## src/rtl/core/eogm_pkg.sv

```systemverilog
// Shared widths, types and constant tables for the exposure/offset/gamma map.
package eogm_pkg;

  localparam int SampleBits = 8;
  localparam int FracBits   = 8;
  localparam int QB         = 30;
  localparam int LB         = 24;
  localparam int ExpW       = 12;
  localparam int OffW       = 10;
  localparam int GamW       = 12;
  localparam int IdxW       = 2;
  localparam int MaxV       = (1 << SampleBits) - 1;

  localparam int EiW  = ExpW - FracBits;
  localparam int YW   = QB + 2;
  localparam int MW   = QB + 1;
  localparam int PW   = SampleBits + YW;
  localparam int TW   = PW + (1 << (EiW - 1)) - 1;
  localparam int GW   = TW + 1 - SampleBits;
  localparam int XW   = GW + 1;
  localparam int XSW  = XW + 1;
  localparam int NW   = $clog2(XW);
  localparam int IW   = NW + 1;
  localparam int LW   = IW + LB;
  localparam int DW   = LW + FracBits;
  localparam int LiW  = DW + 1 - LB;
  localparam int SHW  = 7;
  localparam int YSW  = YW + SHW;
  localparam int RW   = YSW + SampleBits;
  localparam int ETabN = 1 << FracBits;

  typedef enum logic [1:0] {
    OVR_NONE,
    OVR_ZERO,
    OVR_FULL
  } ovr_e;

  typedef struct packed {
    logic valid;
    ovr_e ovr;
  } ctl_t;

  typedef enum logic [IdxW-1:0] {
    REG_EXPOSURE,
    REG_OFFSET,
    REG_GAMMA
  } reg_idx_e;

  typedef logic [LB-1:0][YW-1:0]    roots_t;
  typedef logic [ETabN-1:0][YW-1:0] etab_t;

  localparam logic [63:0] HalfQ = 64'(1) << (QB - 1);

  function automatic logic [63:0] isqrt64(logic [63:0] a_in);
    logic [63:0] a;
    logic [63:0] r;
    logic [63:0] b;
    a = a_in;
    r = '0;
    b = 64'(1) << 62;
    for (int i = 0; i < 32; i++) begin
      if (b > a) b = b >> 2;
    end
    for (int i = 0; i < 32; i++) begin
      if (b != '0) begin
        if (a >= r + b) begin
          a = a - (r + b);
          r = (r >> 1) + b;
        end else begin
          r = r >> 1;
        end
        b = b >> 2;
      end
    end
    return r;
  endfunction

  // r[k] = 2^(2^-(k+1)) in Q30
  function automatic roots_t calc_roots();
    roots_t      rt;
    logic [63:0] cur;
    cur = isqrt64(64'(2) << (2 * QB));
    rt[0] = cur[YW-1:0];
    for (int k = 1; k < LB; k++) begin
      cur = isqrt64(cur << QB);
      rt[k] = cur[YW-1:0];
    end
    return rt;
  endfunction

  localparam roots_t Roots = calc_roots();

  // 2^(i/2^F) in Q30 for every exposure fraction i
  function automatic etab_t calc_etab();
    etab_t       t;
    logic [63:0] y;
    for (int i = 0; i < ETabN; i++) begin
      y = 64'(1) << QB;
      for (int k = 0; k < FracBits; k++) begin
        if (i[FracBits-1-k]) y = (y * 64'(Roots[k]) + HalfQ) >> QB;
      end
      t[i] = y[YW-1:0];
    end
    return t;
  endfunction

  localparam etab_t ExpTab = calc_etab();

endpackage

```

## src/rtl/core/eogm_div.sv

```systemverilog
// Restoring divider, one quotient bit per stage: |L| * 2^F / gamma.
module eogm_div (
  input  logic                                 clk_i,
  input  logic                                 rst_ni,
  input  logic                                 en_i,
  input  eogm_pkg::ctl_t                       ctl_i,
  input  logic signed [eogm_pkg::LW-1:0]       l_i,
  input  logic [eogm_pkg::GamW-1:0]            gamma_i,
  output eogm_pkg::ctl_t                       ctl_o,
  output logic [eogm_pkg::DW-1:0]              q_o,
  output logic                                 neg_o
);
  import eogm_pkg::*;

  logic [GamW-1:0] g;
  logic [LW-1:0]   mag;

  ctl_t            ctl_q [DW+1];
  logic [DW-1:0]   d_q   [DW+1];
  logic [GamW-1:0] rem_q [DW+1];
  logic            neg_q [DW+1];

  // gamma of zero acts as one LSB
  assign g   = (gamma_i == '0) ? GamW'(1) : gamma_i;
  assign mag = l_i[LW-1] ? LW'(-l_i) : LW'(l_i);

  always_ff @(posedge clk_i or negedge rst_ni) begin
    if (!rst_ni) begin
      ctl_q[0] <= '{valid: 1'b0, ovr: OVR_NONE};
    end else if (en_i) begin
      ctl_q[0] <= ctl_i;
    end
  end

  always_ff @(posedge clk_i) begin
    if (en_i) begin
      d_q[0]   <= {mag, FracBits'(0)};
      rem_q[0] <= '0;
      neg_q[0] <= l_i[LW-1];
    end
  end

  for (genvar k = 0; k < DW; k++) begin : g_bit
    logic [GamW:0] t;
    logic          ge;

    assign t  = {rem_q[k], d_q[k][DW-1]};
    assign ge = (t >= {1'b0, g});

    always_ff @(posedge clk_i or negedge rst_ni) begin
      if (!rst_ni) begin
        ctl_q[k+1] <= '{valid: 1'b0, ovr: OVR_NONE};
      end else if (en_i) begin
        ctl_q[k+1] <= ctl_q[k];
      end
    end

    always_ff @(posedge clk_i) begin
      if (en_i) begin
        rem_q[k+1] <= ge ? GamW'(t - {1'b0, g}) : t[GamW-1:0];
        d_q[k+1]   <= {d_q[k][DW-2:0], ge};
        neg_q[k+1] <= neg_q[k];
      end
    end
  end

  assign ctl_o = ctl_q[DW];
  assign q_o   = d_q[DW];
  assign neg_o = neg_q[DW];

endmodule

```

## config.mk

```make
export PLATFORM = sky130hd
export DESIGN_NAME = eogm_div
export DESIGN_NICKNAME = d
export VERILOG_FILES = /design/src/rtl/core/eogm_pkg.sv /design/src/rtl/core/eogm_div.sv
export SDC_FILE = /design/constraint.sdc
export NUM_CORES = 2
export LEC_CHECK = 0
export BUFFER_PORTS_ARGS = -buffer_cell sky130_fd_sc_hd__buf_2
export CORE_UTILIZATION = 65
export DETAILED_ROUTE_END_ITERATION = 7
export MAX_ROUTING_LAYER = met4
export PLACE_DENSITY = 0.82
export SLEW_MARGIN = 40
export SYNTH_ARGS = -nofsm -noshare
export SYNTH_HDL_FRONTEND = slang
export SYNTH_SLANG_ARGS = --single-unit
```

## constraint.sdc

```tcl
create_clock -name clk_i -period 6 [get_ports clk_i]
set_input_delay 0.6 -clock clk_i [delete_from_list [all_inputs] [get_ports clk_i]]
set_output_delay 0.6 -clock clk_i [all_outputs]
set_load 0.03 [all_outputs]
```

* After elaboration in Yosys (flattened, before gate mapping)
Memory sizes are Yosys's and may differ from the RTL's.
Index checks and enable logic that the tools add are counted.
Widths: inputs -> output; s select.
** Word-level totals
- Bits in writable memories :: 2080
- Register bits :: 120
- Output and inout bits :: 43
- Bits of input ports :: 49
- Word-level logic and storage cells :: 206
- Memories kept :: 3
** Operators by class
- Reduce and logical (&&, ||, !) cells :: 1
- Add/subtract/negate cells :: 40
- Order comparisons :: 39
- Mux-type cells :: 43
** Memory list
- d_q :: depth 40, width 39, read ports 40, clocked after Yosys merged registers in 0, write ports 40, line eogm_div.sv:19 : logic [DW-1:0] d_q [DW+1];
- rem_q :: depth 40, width 12, read ports 39, clocked after Yosys merged registers in 0, write ports 40, line eogm_div.sv:20 : logic [GamW-1:0] rem_q [DW+1];
- neg_q :: depth 40, width 1, read ports 40, clocked after Yosys merged registers in 0, write ports 40, line eogm_div.sv:21 : logic neg_q [DW+1];
** Operators by type and width (number)
- $ge 13x12->1 :: 39
- $mux 12 :: 40
- $sub 12x12->12 :: 39
- $mux 31 :: 1
- $neg 31->31 :: 1
- $logic_not 12->1 :: 1
- $mux 1 :: 2

* Logic depth before layout (Yosys ltp)
- Word-level depth :: 4
- Mapped depth :: 13
- Depth with buffers taken out :: 10

* Worst setup path after synthesis
Ideal clock, no wire load.
- Path kind :: in2reg
- From :: input port gamma_i[1] in the netlist's numbering
- To :: memory rem_q[31][4], in the netlist rem_q[3][88] (data pin)
- Stages :: 9
- Setup time :: 0.260 ns
- Data arrival time :: 4.380 ns
- Path slack :: 1.360 ns
- Path through :: inv_1 -> ha_1 -> nor2b_1 -> o31a_1 -> o31ai_1 -> a31oi_1 -> a2111oi_4 -> buf_2 -> mux2_2
** RTL lines
- start, declared :: line eogm_div.sv:8 : input logic [eogm_pkg::GamW-1:0] gamma_i,
- end, declared :: line eogm_div.sv:20

==> out/qor.log <==
INFO  sta            max_slew_margin=0.390
INFO  global_routing initial_antenna_violation_count=3
INFO  synth          synth_cells=5,712
INFO  worst_setup_path critPathArrivalTime=4.47ns
INFO  route          detailedRoute.firstIterationViolations=4,209
INFO  finish         layout.nets=6,573
INFO  power          intPower=32.1mW
INFO  sta            finalSetupTns=0ns
INFO  sta            tightest_slew=0.913ns
INFO  placement      dpl.hpwl=100mm
INFO  worst_setup_path critical_path_class=in2reg
INFO  clock_network  ctsHtreeMaxLevel=4
INFO  placement      port_buffers=91
INFO  global_routing grt_max_degree=165
INFO  worst_setup_path crit_slowest_cell=a41o_2
INFO  floorplanning  placement_rows=132
INFO  synth          sequential_to_total_area_share_from_yosys_stat=0.656
INFO  outcome        status=complete, no violations
INFO  synth          synth-async-reset-ratio=0.0634
INFO  synth          count_of_flip_flops_with_a_built_in_enable_after_synthesis=1,772
INFO  global_routing grt_first_pass_wirelength=252mm
INFO  sta            rsz0062_at_grt=false
INFO  synth          postSynth.topFlopCell=edfxtp_1
INFO  placement      finalWeightedCongestion=0.907
INFO  clock_network  clock_insertion_delay_worst_skew=0.81ns
INFO  floorplanning  die_h=365um
INFO  worst_setup_path critical_path_peak_fanout=19
INFO  clock_network  clock_transition_at_the_register_clock_pins_on_the_worst_setup_and_hold_paths_after_cts=0.06ns
INFO  route          detail_route.wirelength=159mm
INFO  floorplanning  design.portCount=92
INFO  finish         area_growth=10.4%
INFO  clock_network  cts.repair_timing.setup_buffer_count=0
INFO  global_routing grt.overflow.total=0
INFO  worst_setup_path timing.critical_path.to_type=flop
INFO  floorplanning  start_util=0.659
INFO  clock_network  cts-root-buf=clkbuf_16
INFO  floorplanning  fp.dieArea=133,000squm
INFO  floorplanning  core_area=130,000squm
INFO  floorplanning  die_w=365um
INFO  clock_network  clock_tree.buffer_depth=3
INFO  synth          avgSynthCellArea=15.0squm
INFO  sta            clock.fmax=255MHz
INFO  sta            maxSlewViolCount=0
INFO  route          drcViolationCount=0
INFO  worst_setup_path crit_path_max_incr_delay=0.67ns
INFO  clock_network  tritoncts=yes
INFO  route          post_dr_vias_cell=6.12
INFO  finish         final_layout_size_suffix_gt1_frac=0.160
INFO  clock_network  ctsResizeCount=0
INFO  placement      dpl_cell_area=88,600squm
INFO  synth          synth.yosys.warnings=0
INFO  sta            worst_clock_skew=0.0247ns
INFO  global_routing groute.usage.overall=0.249
INFO  synth          cell_area_after_synthesis=85,700squm
INFO  power          switching_share=0.319
INFO  worst_setup_path critical_path.startpoint_type=input port
INFO  route          overall_via_count_from_detail_route=48,100
INFO  power          combPwrFrac=0.345
INFO  worst_setup_path worst_path_most_repeated_cell=buf_4
INFO  route          detail_route.first_pass.iterations=6
INFO  power          cellPowerDensity=498nW/um^2
INFO  run            timing.max_cap.violations=0
INFO  worst_setup_path crit_path_cell_trace=buf_2 -> nor4_4 -> a41o_2 -> buf_4 -> ha_1 -> nand2b_1 -> a21oi_1 -> o21ai_0 -> a21bo_2 -> a32oi_1 -> buf_4 -> mux2_2
INFO  synth          netlist-cell-type-count=91
INFO  clock_network  tritoncts_num_sinks=1,892
INFO  sta            fin_crit=3.92ns
INFO  power          p_clk_frac=0.241
INFO  finish         finalInstanceArea=94,700squm
INFO  power          vdd_drop_max=0.000432V
INFO  power          net-switching-power=15.0mW
INFO  power          power.static_leakage=35.6nW
INFO  sta            timing.final.crit_share=0.654
INFO  sta            setup_viol=0
INFO  sta            finalHoldViolations=0
INFO  power          power.share.sequential=0.414
INFO  route          ant_nets=0
INFO  worst_setup_path required=6.55ns
INFO  synth          synth.ff_latch_count=1,892
INFO  synth          synth_fp_nets=6,323
INFO  worst_hold_path worstHoldPathType=in2reg
INFO  clock_network  cts_inserted_buffers=184
INFO  route          detail_route.wl_per_cell=20.3um
INFO  finish         layout.filler_cells=8,258
INFO  finish         final_util=0.727
INFO  global_routing grt_pass1_vias=46,800
==> layout by cell type (no fill, tap or decap), drive strengths merged, types with 22 or more instances in the layout <==
master  count
xor2       65
or2        34
nand2b     47
mux2      443
fa         37
xnor2     200
nand4      51
clkbuf    225
inv       201
or3        33
o21bai     22
nor2      279
edfxtp   1772
dfrtp     120
o21ai     191
nand3     105
a211o      22
o31ai      41
a21boi     30
o211ai     44
nor2b      71
a21oi     273
clkinv     86
o21a       80
nand2     240
and3       23
a21o       76
nor3       76
buf       188
a211oi     57
a31oi      41
ha        525
mux2i      81
==> cell type report <==
cell class / count / area, sq um / share of cell area
Sequential cell: 1892 / 56200 / 0.594
Multi-Input combinational cell: 3496 / 28100 / 0.297
Clock buffer: 225 / 4820 / 0.0509
Tap cell: 1742 / 2180 / 0.0230
Timing Repair Buffer: 193 / 1420 / 0.0149
Clock inverter: 113 / 1190 / 0.0126
Inverter: 195 / 733 / 0.00774
Antenna cell: 1 / 2.50 / 0.0000264
==> repair_timing <==
action | in CTS | in global routing
endpoints found under the setup margin | 0 | 0
endpoints found under the hold margin | 44 | 0
hold buffers | 5 | 0
==> flip-flops by register name, summed over array words and instances, names as in the netlist <==
name,count
d_q,1276
rem_q,456
ctl_q,117
neg_q,40
ctl_o,3
==> metal layers <==
metal / routed length, um / track usage
met1: 68900 / 0.336
met3: 9590 / 0.0381
met4: 4950 / 0.0866
met5: 0 / -
met2: 75900 / 0.388
==> synth_stat cells (all sizes together), types with 65 or more instances <==
master,count,area [sq um]
xnor2,200,1750
a21o,76,571
nand2,240,901
inv,195,732
edfxtp,1772,53200
mux2,443,5020
xor2,65,569
o21a,80,601
a21oi,273,1370
ha,525,6570
nand3,105,526
dfrtp,120,3000
nor2b,71,444
nor3,76,385
nor2,279,1050
buf,81,531
mux2i,81,811
o21ai,191,971
==> cells by family (layout without fill, tap and decap cells) <==
kind of cell / Yosys count / in the layout / synth area share
AND/OR/NAND/NOR: 1038 / 1038 / 0.0598
adder cells (fa/ha/maj): 562 / 562 / 0.0852
flip-flops: 1892 / 1892 / 0.656
AO/OA/AOI/OAI: 1107 / 1107 / 0.0875
buffers and inverters: 324 / 726 / 0.0168
XOR/XNOR: 265 / 265 / 0.0271
other: 0 / 1 / 0
multiplexers: 524 / 524 / 0.0680
==> power by group through the flow <==
| stage | logic (mW) | clock network [mW] | registers [mW] |
|---|---|---|---|
| floorplan | 12.8 | 0 | 19.0 |
| global placement | 15.2 | 0 | 19.6 |
| detailed placement | 15.8 | 0 | 19.7 |
| CTS | 16.1 | 11.6 | 19.5 |
| global route | 17.9 | 12.1 | 19.7 |
| finish | 16.3 | 11.4 | 19.5 |
==> critical path, delay by kind of cell <==
kind | cells | cell delay, ns
adder cells (fa/ha/maj) | 1 | 0.27
multiplexers | 1 | 0.28
AO/OA/AOI/OAI | 5 | 1.75
buffers and inverters | 3 | 0.91
AND/OR/NAND/NOR | 2 | 0.62
==> final timing paths <==
check	from	endpoint	slack, ns	cells after the start
hold reg to reg	d_q[1][2]	d_q[1][42]	0.40	0
max in group asynchronous	rst_ni	ctl_q[34]	4.60	3
setup / recovery	gamma_i[6]	rem_q[2][52]	2.08	12
hold / removal	l_i[29]	d_q[0][38]	0.11	2
setup reg to reg	rem_q[3][72]	rem_q[3][87]	2.75	8
min in group asynchronous	rst_ni	ctl_q[111]	0.33	2
==> stage by stage <==
stage	std cells	power, mW	setup WS, ns	hold slack, ns
after floorplan	5712	31.7	1.36	0.304
after global placement	7509	34.9	1.35	0.400
after detailed placement	7511	35.5	1.27	0.405
after CTS	7854	47.3	2.12	0.0466
after global routing	7856	49.8	1.93	0.0750
final	7857	47.1	2.08	0.110
Power figures use the tool's default switching activity.
